## src/design/tps_out_buffer.sv

```systemverilog
module tps_out_buffer (
  input  logic        clk_i,
  input  logic        rst_ni,
  input  logic        push_i,
  input  logic [31:0] push_x_i,
  input  logic [31:0] push_y_i,
  output logic        full_o,
  output logic        valid_o,
  input  logic        ready_i,
  output logic [31:0] x_o,
  output logic [31:0] y_o
);

  logic [1:0]  cnt_q, cnt_d;
  logic        wr_ptr_q, rd_ptr_q;
  logic [31:0] mem_x_q [2];
  logic [31:0] mem_y_q [2];
  logic        pop;

  assign pop     = valid_o && ready_i;
  assign valid_o = (cnt_q != 2'd0);
  assign full_o  = (cnt_q == 2'd2);
  assign x_o     = mem_x_q[rd_ptr_q];
  assign y_o     = mem_y_q[rd_ptr_q];

  always_comb begin
    cnt_d = cnt_q;
    if (push_i && !pop) begin
      cnt_d = cnt_q + 2'd1;
    end else if (pop && !push_i) begin
      cnt_d = cnt_q - 2'd1;
    end
  end

  always_ff @(posedge clk_i or negedge rst_ni) begin
    if (!rst_ni) begin
      cnt_q    <= '0;
      wr_ptr_q <= 1'b0;
      rd_ptr_q <= 1'b0;
    end else begin
      cnt_q <= cnt_d;
      if (push_i) begin
        wr_ptr_q <= ~wr_ptr_q;
      end
      if (pop) begin
        rd_ptr_q <= ~rd_ptr_q;
      end
    end
  end

  always_ff @(posedge clk_i) begin
    if (push_i) begin
      mem_x_q[wr_ptr_q] <= push_x_i;
      mem_y_q[wr_ptr_q] <= push_y_i;
    end
  end

endmodule

```

## config.mk

```make
export PLATFORM = sky130hd
export DESIGN_NAME = tps_out_buffer
export DESIGN_NICKNAME = d
export VERILOG_FILES = /design/src/design/tps_out_buffer.sv
export SDC_FILE = /design/constraint.sdc
export NUM_CORES = 1
export LEC_CHECK = 0
export BUFFER_PORTS_ARGS = -buffer_cell sky130_fd_sc_hd__clkbuf_2
export CORE_ASPECT_RATIO = 0.8
export CORE_UTILIZATION = 30
export CTS_CLUSTER_DIAMETER = 40
export DETAILED_ROUTE_END_ITERATION = 6
export GPL_ROUTABILITY_DRIVEN = 0
export HOLD_SLACK_MARGIN = 0.1
export SETUP_SLACK_MARGIN = 0.15
export SLEW_MARGIN = 25
export SYNTH_ARGS = -nofsm -noshare
export SYNTH_HDL_FRONTEND = slang
export SYNTH_SLANG_ARGS = --single-unit
export TNS_END_PERCENT = 20
```

## constraint.sdc

```tcl
create_clock -name clk_i -period 3.9 [get_ports clk_i]
set_input_delay 0.39 -clock clk_i [delete_from_list [all_inputs] [get_ports clk_i]]
set_output_delay 0.39 -clock clk_i [all_outputs]
set_load 0.1 [all_outputs]
```

==> flow_summary.ini <==
[cells_and_area]
mostFrequentLayoutCells = clkbuf_2 (133), edfxtp_1 (128), mux2_4 (50)
syn_to_final_growth_pct = 30.6
final_common_cell = clkbuf_2
fin_util = 0.408
n_antenna_cell = 0
fill_cells = 1455
finalInstanceArea_um2 = 6550
drive_gt1_frac = 0.618
nets = 433

[sta]
setup_tns_ns = 0
setup-violations-final = 0
min_period_ns = 2.92
relSlewSlack = 0.325
max_freq_ghz = 0.343
slew_viol_final = 0
tightest_slew_ns = 1.01
skew_ns = 0.0114
hold_violations = 0
rsz0062_at_grt = no
fin_crit_sh = 0.748

[floorplanning]
ios = 134
core_area_um2 = 16100
rows = 41
start_util = 0.312
die_width_um = 147
dieArea_um2 = 17200
dieHeight_um = 118

[synthesis]
ys_seq_area_frac = 0.787
synth_nets = 284
avgSynthCellArea_um2 = 23.3
synth.ff_latch_count = 132
ys_types = 14
synth_top_area_frac = 0.767
ys_warn_count = 0
synth_top_area_cell = edfxtp_1
synthCells = 215
synthTopCellsByArea = edfxtp_1 (77%), mux2_4 (15%), mux2_2 (3.1%)
synth_area_um2 = 5010

[clocking]
clkSinkCount = 132
ctsHoldBuffers = 1
clockBufferDepth = 2
post_cts_resized = 0
path_clk_slew_ns = 0.05
clk_latency_ns = 0.41
tritoncts = done
root_buffer = clkbuf_16
cts_buffers = 17
postCtsSetupRepairBufs = 0
h-tree-depth = 4

[routing]
vias_per_cell = 4.20
route.detailed.drc = 0
num_vias = 2484
wire_per_inst_um = 14.9
wl_mm = 8.84
drtPass1Iterations = 4
drtIter0Drc = 98
final_antenna_net_count = 0

[critical_path]
max_stage_delay_ns = 1.09
arrival_ns = 2.53
criticalPathCategory = reg2out
r2r_cells = 2
crit_path_cell_trace = buf_4 > mux2_4 > clkbuf_2
worstPathMaxFanout = 55
critPathTopFamily = flip-flops
required_ns = 3.51
r2r-end = mem_y_q[0][16]
endpoint_kind = output pin
startpoint_type = flop
r2r-start = wr_ptr_q
critical_path_buf_inv_count = 2
r2r_slack_ns = 2.10
cpMaxStageDelayCell = dfrtp_4

[run_status]
outcome = finished clean

[grt]
grtUsageTotal = 0.107
grt_pass1_vias = 2598
grt_antenna_before_repair = 0
overflow = 0
grt_pass1_wl_mm = 13.6
grt_max_degree = 65

[place]
io_buffer_count = 133
placed_cell_area_um2 = 5920
place_hpwl_mm = 5.60

[run]
max-cap-violations = 0

[min_path]
min_path_cells = 1
hp-class = in2reg
hold_start = push_x_i[26]
min_to = mem_x_q[1][26]
==> synthesized netlist by cell type <==
library cell    n
edfxtp_1      128
mux2_4         50
mux2_2         14
buf_6           6
dfrtp_1         4
xor2_1          3
nor2b_1         2
xnor2_1         2
and2_1          1
buf_2           1
ha_1            1
nand2_1         1
nor2_1          1
or2_1           1
==> layer usage <==
layer,vias up,wire length [um],global-route usage
met3,7,578,0.0516
met5,-,0,0
li1,1155,-,-
met1,1225,3990,0.124
met2,97,4190,0.170
met4,0,90,0.0430
==> how the worst max path moves through the flow <==
stage	endpoint	slack (ns)	start	depth (start not counted)
floorplan	mem_x_q[0][0]	0.16	wr_ptr_q	1
global placement	y_o[25]	1.39	rd_ptr_q	3
detailed placement	y_o[24]	1.36	rd_ptr_q	3
CTS	y_o[24]	0.91	rd_ptr_q	3
global route	y_o[24]	0.84	rd_ptr_q	3
finish	y_o[24]	0.98	rd_ptr_q	3
==> registers in the layout, summed over array words and instances (netlist names) <==
name	flops
mem_x_q	64
rd_ptr_q	1
cnt_q	2
mem_y_q	64
wr_ptr_q	1
==> kinds of logic after synthesis <==
family / synth area share
flops: 0.787
mux: 0.181
buf+inv: 0.0145
simple gates: 0.00649
xor+xnor: 0.00874
fa+ha+maj: 0.00250
==> per-stage QoR <==
stage / worst slack, ns / instances / hold WS, ns
2_1_floorplan: 0.159 / 215 / 0.0944
3_3_place_gp: 1.39 / 559 / 0.203
3_5_place_dp: 1.36 / 559 / 0.208
4_1_cts: 0.911 / 592 / 0.147
5_1_grt: 0.844 / 592 / 0.145
6_report: 0.982 / 592 / 0.166
==> final cells by class <==
| cell class | count | area, um2 | area share |
|---|---|---|---|
| sequential | 132 | 3950 | 0.603 |
| multi-input combinational | 76 | 1010 | 0.154 |
| timing repair buffer | 137 | 711 | 0.109 |
| clock buffer | 18 | 429 | 0.0655 |
| tap | 215 | 269 | 0.0411 |
| clock inverter | 14 | 186 | 0.0285 |
Power is left out: the tool's default activity adds up to more than one toggle a clock period on the data nets, which glitch-free logic cannot reach.
