==> src/design/tps_pkg.sv <==
package tps_pkg;

  // command bytes
  localparam logic [7:0] SYM_LEFT  = 8'd43;
  localparam logic [7:0] SYM_RIGHT = 8'd45;

  // rotation table length, CORDIC gain in Q30 and 2*pi in Q28
  localparam int unsigned TABLE_LEN   = 24;
  localparam logic signed [31:0] GAIN_Q30   = 32'sd652032874;
  localparam logic signed [31:0] TWO_PI_Q28 = 32'sd1686629713;

  // one beat inside the rotation chain
  typedef struct packed {
    logic               vld;
    logic [1:0]         quad;
    logic signed [31:0] x;
    logic signed [31:0] y;
    logic signed [31:0] z;
  } cordic_t;

  // per-move displacement handed to the accumulator
  typedef struct packed {
    logic               vld;
    logic signed [31:0] dx;
    logic signed [31:0] dy;
  } step_t;

  // atan(2^-i) in 2^-32 turn units
  function automatic logic signed [31:0] atan_turn(input int unsigned idx);
    logic signed [31:0] t;
    case (idx)
      0:       t = 32'sd536870912;
      1:       t = 32'sd316933406;
      2:       t = 32'sd167458907;
      3:       t = 32'sd85004756;
      4:       t = 32'sd42667331;
      5:       t = 32'sd21354465;
      6:       t = 32'sd10679838;
      7:       t = 32'sd5340245;
      8:       t = 32'sd2670163;
      9:       t = 32'sd1335087;
      10:      t = 32'sd667544;
      11:      t = 32'sd333772;
      12:      t = 32'sd166886;
      13:      t = 32'sd83443;
      14:      t = 32'sd41722;
      15:      t = 32'sd20861;
      16:      t = 32'sd10430;
      17:      t = 32'sd5215;
      18:      t = 32'sd2608;
      19:      t = 32'sd1304;
      20:      t = 32'sd652;
      21:      t = 32'sd326;
      22:      t = 32'sd163;
      23:      t = 32'sd81;
      default: t = 32'sd0;
    endcase
    return t;
  endfunction

endpackage

==> src/design/tps_cordic_cell.sv <==
module tps_cordic_cell #(
  parameter int unsigned SHIFT = 0
) (
  input  logic             clk_i,
  input  logic             rst_ni,
  input  logic             en_i,
  input  tps_pkg::cordic_t cell_i,
  output tps_pkg::cordic_t cell_o
);
  import tps_pkg::*;

  localparam logic signed [31:0] Angle = atan_turn(SHIFT);

  logic signed [31:0] x_in, y_in, z_in, x_sh, y_sh;
  logic signed [31:0] x_d, y_d, z_d;
  logic signed [31:0] x_q, y_q, z_q;
  logic [1:0]         quad_q;
  logic               vld_q;

  assign x_in = cell_i.x;
  assign y_in = cell_i.y;
  assign z_in = cell_i.z;
  assign x_sh = x_in >>> SHIFT;
  assign y_sh = y_in >>> SHIFT;

  always_comb begin
    if (!z_in[31]) begin
      x_d = x_in - y_sh;
      y_d = y_in + x_sh;
      z_d = z_in - Angle;
    end else begin
      x_d = x_in + y_sh;
      y_d = y_in - x_sh;
      z_d = z_in + Angle;
    end
  end

  always_ff @(posedge clk_i or negedge rst_ni) begin
    if (!rst_ni) begin
      vld_q <= 1'b0;
    end else if (en_i) begin
      vld_q <= cell_i.vld;
    end
  end

  always_ff @(posedge clk_i) begin
    if (en_i) begin
      x_q    <= x_d;
      y_q    <= y_d;
      z_q    <= z_d;
      quad_q <= cell_i.quad;
    end
  end

  assign cell_o.vld  = vld_q;
  assign cell_o.quad = quad_q;
  assign cell_o.x    = x_q;
  assign cell_o.y    = y_q;
  assign cell_o.z    = z_q;

endmodule

==> config.mk <==
export PLATFORM = sky130hd
export DESIGN_NAME = tps_cordic_cell
export DESIGN_NICKNAME = d
export VERILOG_FILES = /design/src/design/tps_pkg.sv /design/src/design/tps_cordic_cell.sv
export SDC_FILE = /design/constraint.sdc
export NUM_CORES = 1
export LEC_CHECK = 0
export CELL_PAD_IN_SITES_DETAIL_PLACEMENT = 1
export CELL_PAD_IN_SITES_GLOBAL_PLACEMENT = 1
export CORE_ASPECT_RATIO = 2
export CORE_MARGIN = 5
export CORE_UTILIZATION = 40
export CTS_CLUSTER_SIZE = 14
export DETAILED_ROUTE_END_ITERATION = 10
export DONT_BUFFER_PORTS = 1
export GPL_TIMING_DRIVEN = 0
export HOLD_SLACK_MARGIN = 0.02
export PLACE_DENSITY = 0.76
export SYNTH_ARGS = -nofsm -noshare
export SYNTH_HDL_FRONTEND = slang
export SYNTH_SLANG_ARGS = --single-unit
==> constraint.sdc <==
create_clock -name clk_i -period 0.8 [get_ports clk_i]
set_input_delay 0 -clock clk_i [delete_from_list [all_inputs] [get_ports clk_i]]
set_output_delay 0 -clock clk_i [all_outputs]
set_load 0.005 [all_outputs]
==> impl_metrics.toml <==
[run]
cap_violations = 0

[routing]
firstDrtPassIters = 5
post_drt_wl_per_cell_um = 28.4
num_vias = 8608
routed_wirelength_um = 39300
detail_route.drc_violations = 0
antenna_left = 0
initialDrtViolationCount = 507
routed_via_density = 6.22

[critical_path]
cp.arrival_ns = 2.70
required_ns = 0.95
criticalPathCategory = "in2reg"
start_kind = "input pin"
endpoint_kind = "register"
rrSetupSlack_ns = 0.02
crit_fanout = 7

[layout]
layout.nets = 1313
layout-drive-gt1-share_pct = 36.2
areaGrowthSynthToFinish_pct = 44.0
regArea_mm2 = 0.00294
instances_no_fill = 1385
antenna_cells = 0
fill_cells = 2324
multiInputGateArea_mm2 = 0.00666

[synthesis]
yosys_warnings = 0
ys_seq_elements = 98
ys_async_sr_fraction_pct = 1.02
syn-mean-instance-area_um2 = 8.88
synth_flop_cell = "edfxtp_1"
ys_types = 75
syn_nets = 1174
synth_edf_count = 97
synth_cells = 968
seq_area_frac_synth_pct = 34.2
syn_area_mm2 = 0.00859

[sta]
whs_ns = -0.264
finalCritPeriodShare_pct = 319
hold_violations = 102
setup_slack_ns = -1.76
post-route-min-period_ns = 2.56
slew_viol_final = 0
slew_headroom_pct = 45.9
finalSetupViolations = 70
fin_skew_ns = 0
rsz0062_at_grt = "yes"
worst_slew_pin_slew_ns = 0.811
max_clock_freq_ghz = 0.391

[global_route]
grt_pass1_vias = 8995
grt_pass1_wl_um = 51000
grt_start_max_net_pins = 99
grt_use_total_pct = 27.5
antenna_found_initial = 0
grt_overflow = 0

[outcome]
violations = "negative hold slack, negative setup slack"
status = "finished with violations"

[floorplan]
initial_core_util_pct = 40.2
core_mm2 = 0.0214
dieArea_mm2 = 0.0247
die_h_um = 217
io_pins = 201
rows = 76
die_w_um = 114

[power]
leakagePower_uw = 0.00489
internal_power_uw = 12600
switchingPower_uw = 7460
seqPwrFrac_pct = 34.9
sw_frac_of_total_pct = 37.1
power_density_mw_per_mm2 = 1620
ir_worst_vdd_mv = 1.23
comb_power_share_pct = 41.5
p_clk_share_pct = 23.6

[placed_design]
port_buffers = 0
dp_hpwl_um = 26200
gp_congestion = 0.938
dp.cells = 1241

[clock_tree]
cts_max_level = 3
clock_latency_ns = 0.36
cts_buffer_depth = 2
path_clk_slew_ns = 0.08
holdBufCountCts = 36
cts_sinks = 98
cts_tree = "yes"
cts_root_buffer = "clkbuf_16"
cts_buffers = 9

[min_path]
hold_path.class = "in2reg"
==> cells by family (layout without fill, tap and decap cells) <==
logic type,count (synthesis),count (layout),share of synthesized area [%]
AND/OR/NAND/NOR,231,231,12.9
XOR/XNOR,60,60,6.12
multiplexers,13,13,1.54
flip-flops,98,98,34.2
AO/OA/AOI/OAI,313,313,23.0
adder cells (fa/ha/maj),104,104,15.4
buffers and inverters,149,293,6.90
==> what timing repair did <==
action	CTS	global route
endpoints found under the hold margin	137	102
cloned	1	1
setup buffers	54	51
endpoints found under the setup margin	74	89
gates resized for setup	169	177
pin swaps	70	93
==> cells in the mapped netlist, types with 3 or more instances <==
master,count,area (µm²)
nand4_1,7,43.8
xnor2_1,57,499
buf_4,4,30.0
o22ai_1,4,25.0
a221o_1,3,30.0
a21o_1,17,128
o21bai_1,23,173
nand2_1,57,214
nor3b_1,4,30.0
nor2_1,79,297
a211oi_1,11,82.6
inv_1,98,368
a221oi_1,6,52.6
buf_1,8,30.0
mux2i_1,11,110
edfxtp_1,97,2910
o21ai_2,3,26.3
ha_1,101,1260
nand2b_1,8,50.1
nor2b_1,8,50.1
a31oi_1,14,87.6
buf_2,9,45.0
clkbuf_1,24,90.1
a311oi_1,3,26.3
o21ai_1,5,25.0
o21ai_0,61,305
nor4_1,7,43.8
o211ai_1,9,67.6
and2_1,4,25.0
nor3_1,22,110
clkinv_1,4,15.0
a21oi_1,115,576
a21boi_0,3,22.5
o21a_1,3,22.5
xor2_1,3,26.3
a211o_1,4,35.0
fa_1,3,60.1
nand3_1,16,80.1
and3_1,3,18.8
o31ai_1,7,52.6
==> flip-flops by register name, summed over array words and instances, names as in the netlist <==
signal,count
y_q,32
z_q,32
x_q,31
quad_q,2
vld_q,1
==> per-layer routing <==
| metal | up-vias | wire (µm) | part of all wire [%] | global-route usage (%) |
|---|---|---|---|---|
| li1 | 3729 | - | - | - |
| met1 | 4264 | 12400 | 31 | 23.1 |
| met2 | 419 | 21600 | 55 | 53.5 |
| met3 | 196 | 1870 | 4.8 | 4.62 |
| met4 | 0 | 3460 | 8.8 | 22.5 |
| met5 | - | 0 | 0 | 0 |
==> layout make-up <==
class                           count  area share (%)
Timing Repair Buffer              137            10.5
Multi-Input combinational cell    721            53.8
Inverter                          103            3.80
Sequential cell                    98            23.7
Buffer                             37            2.77
Clock inverter                      7           0.748
Tap cell                          273            2.76
Clock buffer                        9            1.82
==> power groups by stage <==
stage | clock (µW) | sequential [µW] | combinational (µW)
3_3_place_gp | 0 | 7130 | 5320
4_1_cts | 4790 | 7040 | 6750
6_report | 4740 | 7010 | 8340
2_1_floorplan | 0 | 6980 | 3850
3_5_place_dp | 0 | 7140 | 5390
5_1_grt | 5070 | 7080 | 8670
==> final timing paths <==
kind | startpoint | endpoint | cells past startpoint
worst max register to register | vld_q | vld_q | 1
worst max-delay path | cell_i[66] | x_q[30] | 11
max in group asynchronous | rst_ni | vld_q | 2
min in group asynchronous | rst_ni | vld_q | 2
worst min register to register | vld_q | vld_q | 1
worst min-delay path | en_i | y_q[7] | 0
==> cell usage in the layout, fill, tap and decap left out, drive strengths merged, types with 23 or more instances in the layout <==
master / synthesis / routed
a21oi: 117 / 117
nor2: 79 / 79
buf: 22 / 119
nand2: 57 / 57
o21bai: 23 / 23
ha: 101 / 101
dlygate4sd3: 0 / 35
clkbuf: 24 / 28
edfxtp: 97 / 97
o21ai: 69 / 69
inv: 99 / 101
xnor2: 57 / 57
==> critical path, cell delays in order <==
cell and delay, ns:
ha_4 0.23, buf_6 0.13, nand2b_4 0.15, a2111o_1 0.45
a21oi_4 0.22, o21ai_4 0.13, o21ai_4 0.29, o21ai_2 0.14
a211oi_1 0.41, o211ai_1 0.20, nor2_1 0.36
==> per-stage QoR <==
| step | util (%) | total power [µW] | instance area, µm² | setup slack (ns) | TNS (ns) |
|---|---|---|---|---|---|
| 2_1_floorplan | - | 10800 | 9070 | -1.45 | -59.45 |
| 3_3_place_gp | 44.0 | 12400 | 9410 | -2.12 | -90.38 |
| 3_5_place_dp | 44.0 | 12500 | 9410 | -2.11 | -90.78 |
| 4_1_cts | 52.6 | 18600 | 11300 | -1.39 | -56.69 |
| 5_1_grt | 57.8 | 20800 | 12400 | -1.80 | -67.41 |
| 6_report | 57.8 | 20100 | 12400 | -1.76 | -65.18 |
Power figures use the tool's default switching activity.
